===== src/rtl/core/tpq_pkg.sv =====
// shared types, codes and widths of the two-class priority queue
package tpq_pkg;

   localparam int ID_W            = 27;
   localparam int REQ_TYPE_W      = 2;
   localparam int STATUS_W        = 2;
   localparam int VIP_COUNT_W     = 5;
   localparam int TOTAL_COUNT_W   = 6;
   localparam int DEF_CLASS_DEPTH = 16;

   // request codes
   localparam logic [REQ_TYPE_W-1:0] REQ_INSERT = 2'd0;
   localparam logic [REQ_TYPE_W-1:0] REQ_REMOVE = 2'd1;
   localparam logic [REQ_TYPE_W-1:0] REQ_CLEAR  = 2'd2;

   // status codes
   localparam logic [STATUS_W-1:0] STAT_DONE      = 2'd0;
   localparam logic [STATUS_W-1:0] STAT_FULL      = 2'd1;
   localparam logic [STATUS_W-1:0] STAT_EMPTY_REM = 2'd2;

   typedef struct packed {
      logic [REQ_TYPE_W-1:0] req_type;
      logic                  is_vip;
      logic [ID_W-1:0]       client_id;
   } req_type_type;

   typedef struct packed {
      logic                     head_valid;
      logic                     head_is_vip;
      logic [ID_W-1:0]          head_client_id;
      logic [VIP_COUNT_W-1:0]   vip_count;
      logic [TOTAL_COUNT_W-1:0] total_count;
      logic [STATUS_W-1:0]      status;
   } rsp_type;

   // per-ring update controls
   typedef struct packed {
      logic push;
      logic pop;
      logic clear;
   } ring_ctrl_type;

endpackage


===== src/rtl/core/two_class_priority_queue_core.sv =====
// top level of the two-class priority queue: request decode, class rings, result register
//
//  channel   ports                     transfer when
//  request   start, busy, req_data     rising edge with start high and busy low
//  result    rsp_valid, rsp_data       every cycle rsp_valid is high, cannot be held off
//
// one request per cycle; its result is registered at the transfer edge
// busy is always low: each ring updates pointers and fill at the transfer edge
// the head of each ring is a registered read at the next read pointer
// reset clears pointers, fills and the result strobe; ring contents stay as they are
// no clearing pass is needed, so requests are taken right after reset
module two_class_priority_queue_core #(
   parameter int CLASS_DEPTH = tpq_pkg::DEF_CLASS_DEPTH
) (
   input  logic                  clock,
   input  logic                  reset,
   input  logic                  start,
   output logic                  busy,
   input  tpq_pkg::req_type_type req_data,
   output logic                  rsp_valid,
   output tpq_pkg::rsp_type      rsp_data
);

   localparam int FILL_W = $clog2(CLASS_DEPTH+1);
   localparam int SUM_W  = FILL_W + 1;
   localparam int VCNT_W = tpq_pkg::VIP_COUNT_W;
   localparam int TCNT_W = tpq_pkg::TOTAL_COUNT_W;
   localparam logic [FILL_W-1:0] FULL_FILL = FILL_W'(CLASS_DEPTH);

   logic accept;
   logic vip_nonempty, norm_nonempty;
   logic vip_full, norm_full;
   logic is_insert, is_remove, is_clear;

   tpq_pkg::ring_ctrl_type vip_ctrl, norm_ctrl;

   logic [FILL_W-1:0]             vip_fill, norm_fill;
   logic [tpq_pkg::ID_W-1:0]      vip_head, norm_head;
   logic [SUM_W-1:0]              total;

   logic                          rsp_valid_ff, rsp_valid_in;
   logic [tpq_pkg::STATUS_W-1:0]  status_ff, status_in;

   // a new request is taken every cycle
   assign busy   = 1'b0;
   assign accept = start && !busy;

   assign vip_nonempty  = (vip_fill != '0);
   assign norm_nonempty = (norm_fill != '0);
   assign vip_full      = (vip_fill == FULL_FILL);
   assign norm_full     = (norm_fill == FULL_FILL);

   assign is_insert = accept && (req_data.req_type == tpq_pkg::REQ_INSERT);
   assign is_remove = accept && (req_data.req_type == tpq_pkg::REQ_REMOVE);
   assign is_clear  = accept && (req_data.req_type == tpq_pkg::REQ_CLEAR);

   // ring controls: vip entries leave first, a full class rejects the insert
   always_comb begin
      vip_ctrl.push   = is_insert && req_data.is_vip && !vip_full;
      vip_ctrl.pop    = is_remove && vip_nonempty;
      vip_ctrl.clear  = is_clear;
      norm_ctrl.push  = is_insert && !req_data.is_vip && !norm_full;
      norm_ctrl.pop   = is_remove && !vip_nonempty && norm_nonempty;
      norm_ctrl.clear = is_clear;
   end

   // status of the request being taken
   always_comb begin
      status_in = tpq_pkg::STAT_DONE;
      priority if (is_insert && (req_data.is_vip ? vip_full : norm_full)) begin
         status_in = tpq_pkg::STAT_FULL;
      end else if (is_remove && !vip_nonempty && !norm_nonempty) begin
         status_in = tpq_pkg::STAT_EMPTY_REM;
      end
   end

   assign rsp_valid_in = accept;

   tpq_ring #(
      .DEPTH (CLASS_DEPTH)
   ) u_vip_ring (
      .clock (clock),
      .reset (reset),
      .ctrl  (vip_ctrl),
      .wr_id (req_data.client_id),
      .fill  (vip_fill),
      .head  (vip_head)
   );

   tpq_ring #(
      .DEPTH (CLASS_DEPTH)
   ) u_norm_ring (
      .clock (clock),
      .reset (reset),
      .ctrl  (norm_ctrl),
      .wr_id (req_data.client_id),
      .fill  (norm_fill),
      .head  (norm_head)
   );

   always_ff @(posedge clock) begin
      if (reset) begin
         rsp_valid_ff <= 1'b0;
      end else begin
         rsp_valid_ff <= rsp_valid_in;
      end
   end

   // status is payload only
   always_ff @(posedge clock) begin
      status_ff <= status_in;
   end

   // result fields come straight from the updated ring state
   assign total = SUM_W'(vip_fill) + SUM_W'(norm_fill);

   always_comb begin
      rsp_data.head_valid  = vip_nonempty || norm_nonempty;
      rsp_data.head_is_vip = vip_nonempty;
      priority if (vip_nonempty) begin
         rsp_data.head_client_id = vip_head;
      end else if (norm_nonempty) begin
         rsp_data.head_client_id = norm_head;
      end else begin
         rsp_data.head_client_id = '0;
      end
      rsp_data.vip_count   = VCNT_W'(vip_fill);
      rsp_data.total_count = TCNT_W'(total);
      rsp_data.status      = status_ff;
   end

   assign rsp_valid = rsp_valid_ff;

endmodule


===== src/rtl/core/tpq_ring.sv =====
// one class ring: storage, pointers, fill count and registered head entry
module tpq_ring #(
   parameter int DEPTH = tpq_pkg::DEF_CLASS_DEPTH
) (
   input  logic                          clock,
   input  logic                          reset,
   input  tpq_pkg::ring_ctrl_type        ctrl,
   input  logic [tpq_pkg::ID_W-1:0]      wr_id,
   output logic [$clog2(DEPTH+1)-1:0]    fill,
   output logic [tpq_pkg::ID_W-1:0]      head
);

   localparam int PTR_W  = $clog2(DEPTH);
   localparam int FILL_W = $clog2(DEPTH+1);
   localparam logic [PTR_W-1:0] LAST_SLOT = PTR_W'(DEPTH-1);

   logic [tpq_pkg::ID_W-1:0] mem [DEPTH];

   logic [PTR_W-1:0]  rd_ptr_ff, rd_ptr_in;
   logic [PTR_W-1:0]  wr_ptr_ff, wr_ptr_in;
   logic [FILL_W-1:0] fill_ff, fill_in;
   logic [tpq_pkg::ID_W-1:0] head_ff;

   always_comb begin
      rd_ptr_in = rd_ptr_ff;
      wr_ptr_in = wr_ptr_ff;
      fill_in   = fill_ff;
      priority if (ctrl.clear) begin
         rd_ptr_in = '0;
         wr_ptr_in = '0;
         fill_in   = '0;
      end else if (ctrl.push) begin
         wr_ptr_in = (wr_ptr_ff == LAST_SLOT) ? '0 : wr_ptr_ff + PTR_W'(1);
         fill_in   = fill_ff + FILL_W'(1);
      end else if (ctrl.pop) begin
         rd_ptr_in = (rd_ptr_ff == LAST_SLOT) ? '0 : rd_ptr_ff + PTR_W'(1);
         fill_in   = fill_ff - FILL_W'(1);
      end
   end

   always_ff @(posedge clock) begin
      if (reset) begin
         rd_ptr_ff <= '0;
         wr_ptr_ff <= '0;
         fill_ff   <= '0;
      end else begin
         rd_ptr_ff <= rd_ptr_in;
         wr_ptr_ff <= wr_ptr_in;
         fill_ff   <= fill_in;
      end
   end

   // write port
   always_ff @(posedge clock) begin
      if (ctrl.push) begin
         mem[wr_ptr_ff] <= wr_id;
      end
   end

   // registered head read at the next read pointer, new entry bypassed into an empty ring
   always_ff @(posedge clock) begin
      if (ctrl.push && (wr_ptr_ff == rd_ptr_in)) begin
         head_ff <= wr_id;
      end else begin
         head_ff <= mem[rd_ptr_in];
      end
   end

   assign fill = fill_ff;
   assign head = head_ff;

endmodule


===== config.mk =====
export PLATFORM = sky130hd
export DESIGN_NAME = two_class_priority_queue_core
export DESIGN_NICKNAME = d
export VERILOG_FILES = /design/src/rtl/core/tpq_pkg.sv /design/src/rtl/core/two_class_priority_queue_core.sv /design/src/rtl/core/tpq_ring.sv
export SDC_FILE = /design/constraint.sdc
export NUM_CORES = 1
export LEC_CHECK = 0
export BUFFER_PORTS_ARGS = -buffer_cell sky130_fd_sc_hd__buf_2
export CORE_MARGIN = 2
export CORE_UTILIZATION = 55
export CTS_CLUSTER_SIZE = 8
export DETAILED_ROUTE_END_ITERATION = 10
export PLACE_DENSITY = 0.72
export SLEW_MARGIN = 20
export SYNTH_ARGS = -nofsm -noshare
export SYNTH_HDL_FRONTEND = slang
export SYNTH_SLANG_ARGS = --single-unit

===== constraint.sdc =====
create_clock -name clock -period 12.9 [get_ports clock]
set_input_delay 3.225 -clock clock [delete_from_list [all_inputs] [get_ports clock]]
set_output_delay 3.225 -clock clock [all_outputs]
set_load 0.05 [all_outputs]

==> flow_summary.toml <==
[floorplanning]
rows = 92
num_io_pins = 77
dieHeight_um = 257
placeableCoreArea_um2 = 63200
floorplan.die_area_um2 = 66100
effective_utilization_at_floorplan_pct = 55.7
floorplan.die.width_um = 257

[clock_network]
cts_post_setup_buffers_inserted = 0
clkSlewWorstSetupHoldPaths_ns = 0.05
clock_tree.htree_level_count = 4
cts_made_buffers = 130
cts_tree = "done"
clock_sinks = 901
worstSkewPairLatency_ns = 0.71
cts.repair.resized = 0
cts_root_buf = "sky130_fd_sc_hd__clkbuf_16"
cts-root-to-sink-buffers = 3
hold_fix_buffer_count_after_cts = 0

[hold_path]
hold_start = "u_norm_ring.fill[4]"
worstHoldPathType = "flop to flop"
min_delay_path_depth = 2
sink_of_the_worst_hold_path = "status_ff[0]"

[cells_and_area]
layout.cells.most_common_list = "sky130_fd_sc_hd__edfxtp_1 (864), sky130_fd_sc_hd__mux2i_1 (224), sky130_fd_sc_hd__a22oi_1 (135)"
synthesis_to_layout_area_growth_pct = 14.9
final_common_cell = "sky130_fd_sc_hd__edfxtp_1"
n_antenna_cell = 0
final-seq-area_um2 = 26700
finish.net_count = 2035
area_of_the_multi_input_gates_um2 = 8270
final_core_utilization_pct = 64.0
final.fill_count = 4163
final_layout_size_suffix_gt1_share_pct = 24.0

[worst_setup_path]
critical_path.max_fanout = 113
critical_path_required_ns = 9.68
regToRegSetupSlack_ns = 9.74
criticalPathCategory = "flop to output pin"
cp.arrival_ns = 4.30
reg2reg_from = "u_vip_ring.fill[1]"
crit_path_end_kind = "output pin"
r2r_cells = 6
r2r-end = "u_vip_ring.mem[7][10]"
worst_setup_path_start_kind = "flop"

[timing]
hold_viol = 0
finalSetupViolations = 0
final.min_clock_period_ns = 7.53
final.hold.worst_slack_ns = 0.526
worst_clock_skew_ns = 0.0257
drv_slew = 0
rsz_0062_raised_after_global_routing = "false"
timing.slew.headroom_pct = 28.7
fin_setup_tns_ns = 0
slew_worst_pin_ns = 1.07
timing.fmax_mhz = 133
final_worst_path_cycle_share_pct = 58.4
finalWorstSetupSlack_ns = 5.37

[routing]
dr.first_iter.drc_count = 2007
route.detailed.drc = 0
total_number_of_vias = 18200
first_pass_iters = 7
number_of_antenna_violating_nets_in_the_routed_design = 0
detail_route.wl_per_cell_um = 29.0
drt-total-wl_um = 82700
vias_per_cell = 6.38

[power_and_ir_drop]
p_per_area_nw_per_um2 = 162
total_leakage_power_nw = 12.6
vdd_ir_drop_max_mv = 0.129
portion_of_total_power_attributed_to_sequential_cells_pct = 49.2
p_int_mw = 5.15
power.clock.fraction_pct = 45.6
power.switching_fraction_pct = 21.6
switchingPower_mw = 1.42
share_comb_of_total_power_pct = 5.2

[synthesis]
synth_seq_area_share_pct = 75.8
synth_cells = 1819
number_of_enable_type_register_cells_in_the_synthesized_netlist = 864
async_set_or_reset_flop_fraction_in_the_synthesized_netlist_pct = 0
synth.avg_cell_area_um2 = 19.4
synth_seq_cells = 901
synthDistinctLibCells = 47
mapped_area_um2 = 35200
postSynthNetCount = 1876
ys.warnings.count = 0
synthFlopType = "sky130_fd_sc_hd__edfxtp_1"

[global_route]
initial_antenna_violation_count = 5
grt_first_pass_wirelength_um = 121000
groute.usage.overall_pct = 25.5
gr-total-overflow = 0
largest_net_degree_at_the_start_of_global_routing = 114
vias_in_the_first_global_route = 18600

[placed_design]
pre_cts_slack_ns = 6.03
buffer_ports.inserted = 75
detailed_place_hpwl_um = 42700
gpl.final_weighted_congestion = 0.762

[run]
cap_viol_max_count = 0

[run_status]
run_status = "finished, final reports clean"
[stage by stage]
step | cells | total power [mW] | cell area (µm²)
after floorplan | 1819 | 3.49 | 35200
after detailed placement | 2691 | 3.62 | 36900
final | 2854 | 6.56 | 40400
after CTS | 2853 | 6.60 | 40400
after global placement | 2691 | 3.62 | 36900
after global routing | 2854 | 6.74 | 40400
[power groups by stage]
stage	logic, mW	clock network, mW	registers, mW
global placement	0.336	0	3.28
floorplan	0.207	0	3.28
detailed placement	0.342	0	3.28
finish	0.343	2.99	3.23
CTS	0.343	3.03	3.23
global route	0.361	3.15	3.23
[metal layers]
metal,up-vias,share of wire [%],global-route usage [%]
met3,181,8.8,5.65
li1,7676,-,-
met1,9453,39,34.2
met5,-,0.016,0
met4,2,3.3,9.75
met2,894,49,41.2
[Yosys cell counts (17+ instances only)]
cell type	n	area [µm²]
sky130_fd_sc_hd__a22oi_1	135	1010
sky130_fd_sc_hd__buf_2	34	170
sky130_fd_sc_hd__clkbuf_1	55	206
sky130_fd_sc_hd__dfxtp_1	37	741
sky130_fd_sc_hd__edfxtp_1	864	25900
sky130_fd_sc_hd__ha_1	21	263
sky130_fd_sc_hd__mux2_2	54	608
sky130_fd_sc_hd__mux2i_1	224	2240
sky130_fd_sc_hd__mux4_2	108	2430
sky130_fd_sc_hd__nand2_1	17	63.8
sky130_fd_sc_hd__nand3_1	86	430
sky130_fd_sc_hd__nor2_1	62	233
[cell families after synthesis]
logic type | count (synthesis) | share of synthesized area [%]
other | 1 | 0.0107
DFF | 901 | 75.8
muxes | 386 | 15.0
and+or+nand+nor | 206 | 2.85
adders and majority gates | 24 | 0.917
xor gates and xnor gates | 14 | 0.348
AOI/OAI and AO/OA | 173 | 3.66
buffers and inverters | 114 | 1.41
[critical path, cell delays in order (launching register included)]
cell and delay [ns]:
sky130_fd_sc_hd__dfxtp_4 0.85, sky130_fd_sc_hd__buf_12 0.59, sky130_fd_sc_hd__buf_4 0.95, sky130_fd_sc_hd__mux2i_1 0.19, sky130_fd_sc_hd__a22oi_1 0.25, sky130_fd_sc_hd__nand3_1 0.18, sky130_fd_sc_hd__nand3_1 0.21, sky130_fd_sc_hd__buf_2 0.29
[registers in the layout, summed over array words and instances, names as in the netlist, named ones only]
signal,count
u_norm_ring.mem,432
u_vip_ring.wr_ptr_ff,4
u_vip_ring.fill,5
u_norm_ring.wr_ptr_ff,4
rsp_valid,1
u_norm_ring.fill,5
u_vip_ring.rd_ptr_ff,4
status_ff,2
u_vip_ring.mem,432
u_norm_ring.rd_ptr_ff,4
[cell type report]
type                            count  share of cell area (%)
Clock buffer                      152                    8.46
Clock inverter                     10                   0.365
Inverter                           14                   0.130
Multi-Input combinational cell    804                    20.5
Sequential cell                   901                    66.0
Tap cell                          846                    2.62
Timing Repair Buffer              127                    1.96
[worst max-delay path by stage]
stage                                        to  slack (ns)  depth (start not counted)
after detailed placement           rsp_data[14]        6.03                          6
final                              rsp_data[30]        5.37                          7
after floorplan           u_norm_ring.mem[0][0]        6.17                          5
after global placement             rsp_data[14]        6.06                          6
after CTS                          rsp_data[30]        5.21                          7
after global routing               rsp_data[30]        5.07                          6
Note: power is estimated with default switching activity, not from simulation.
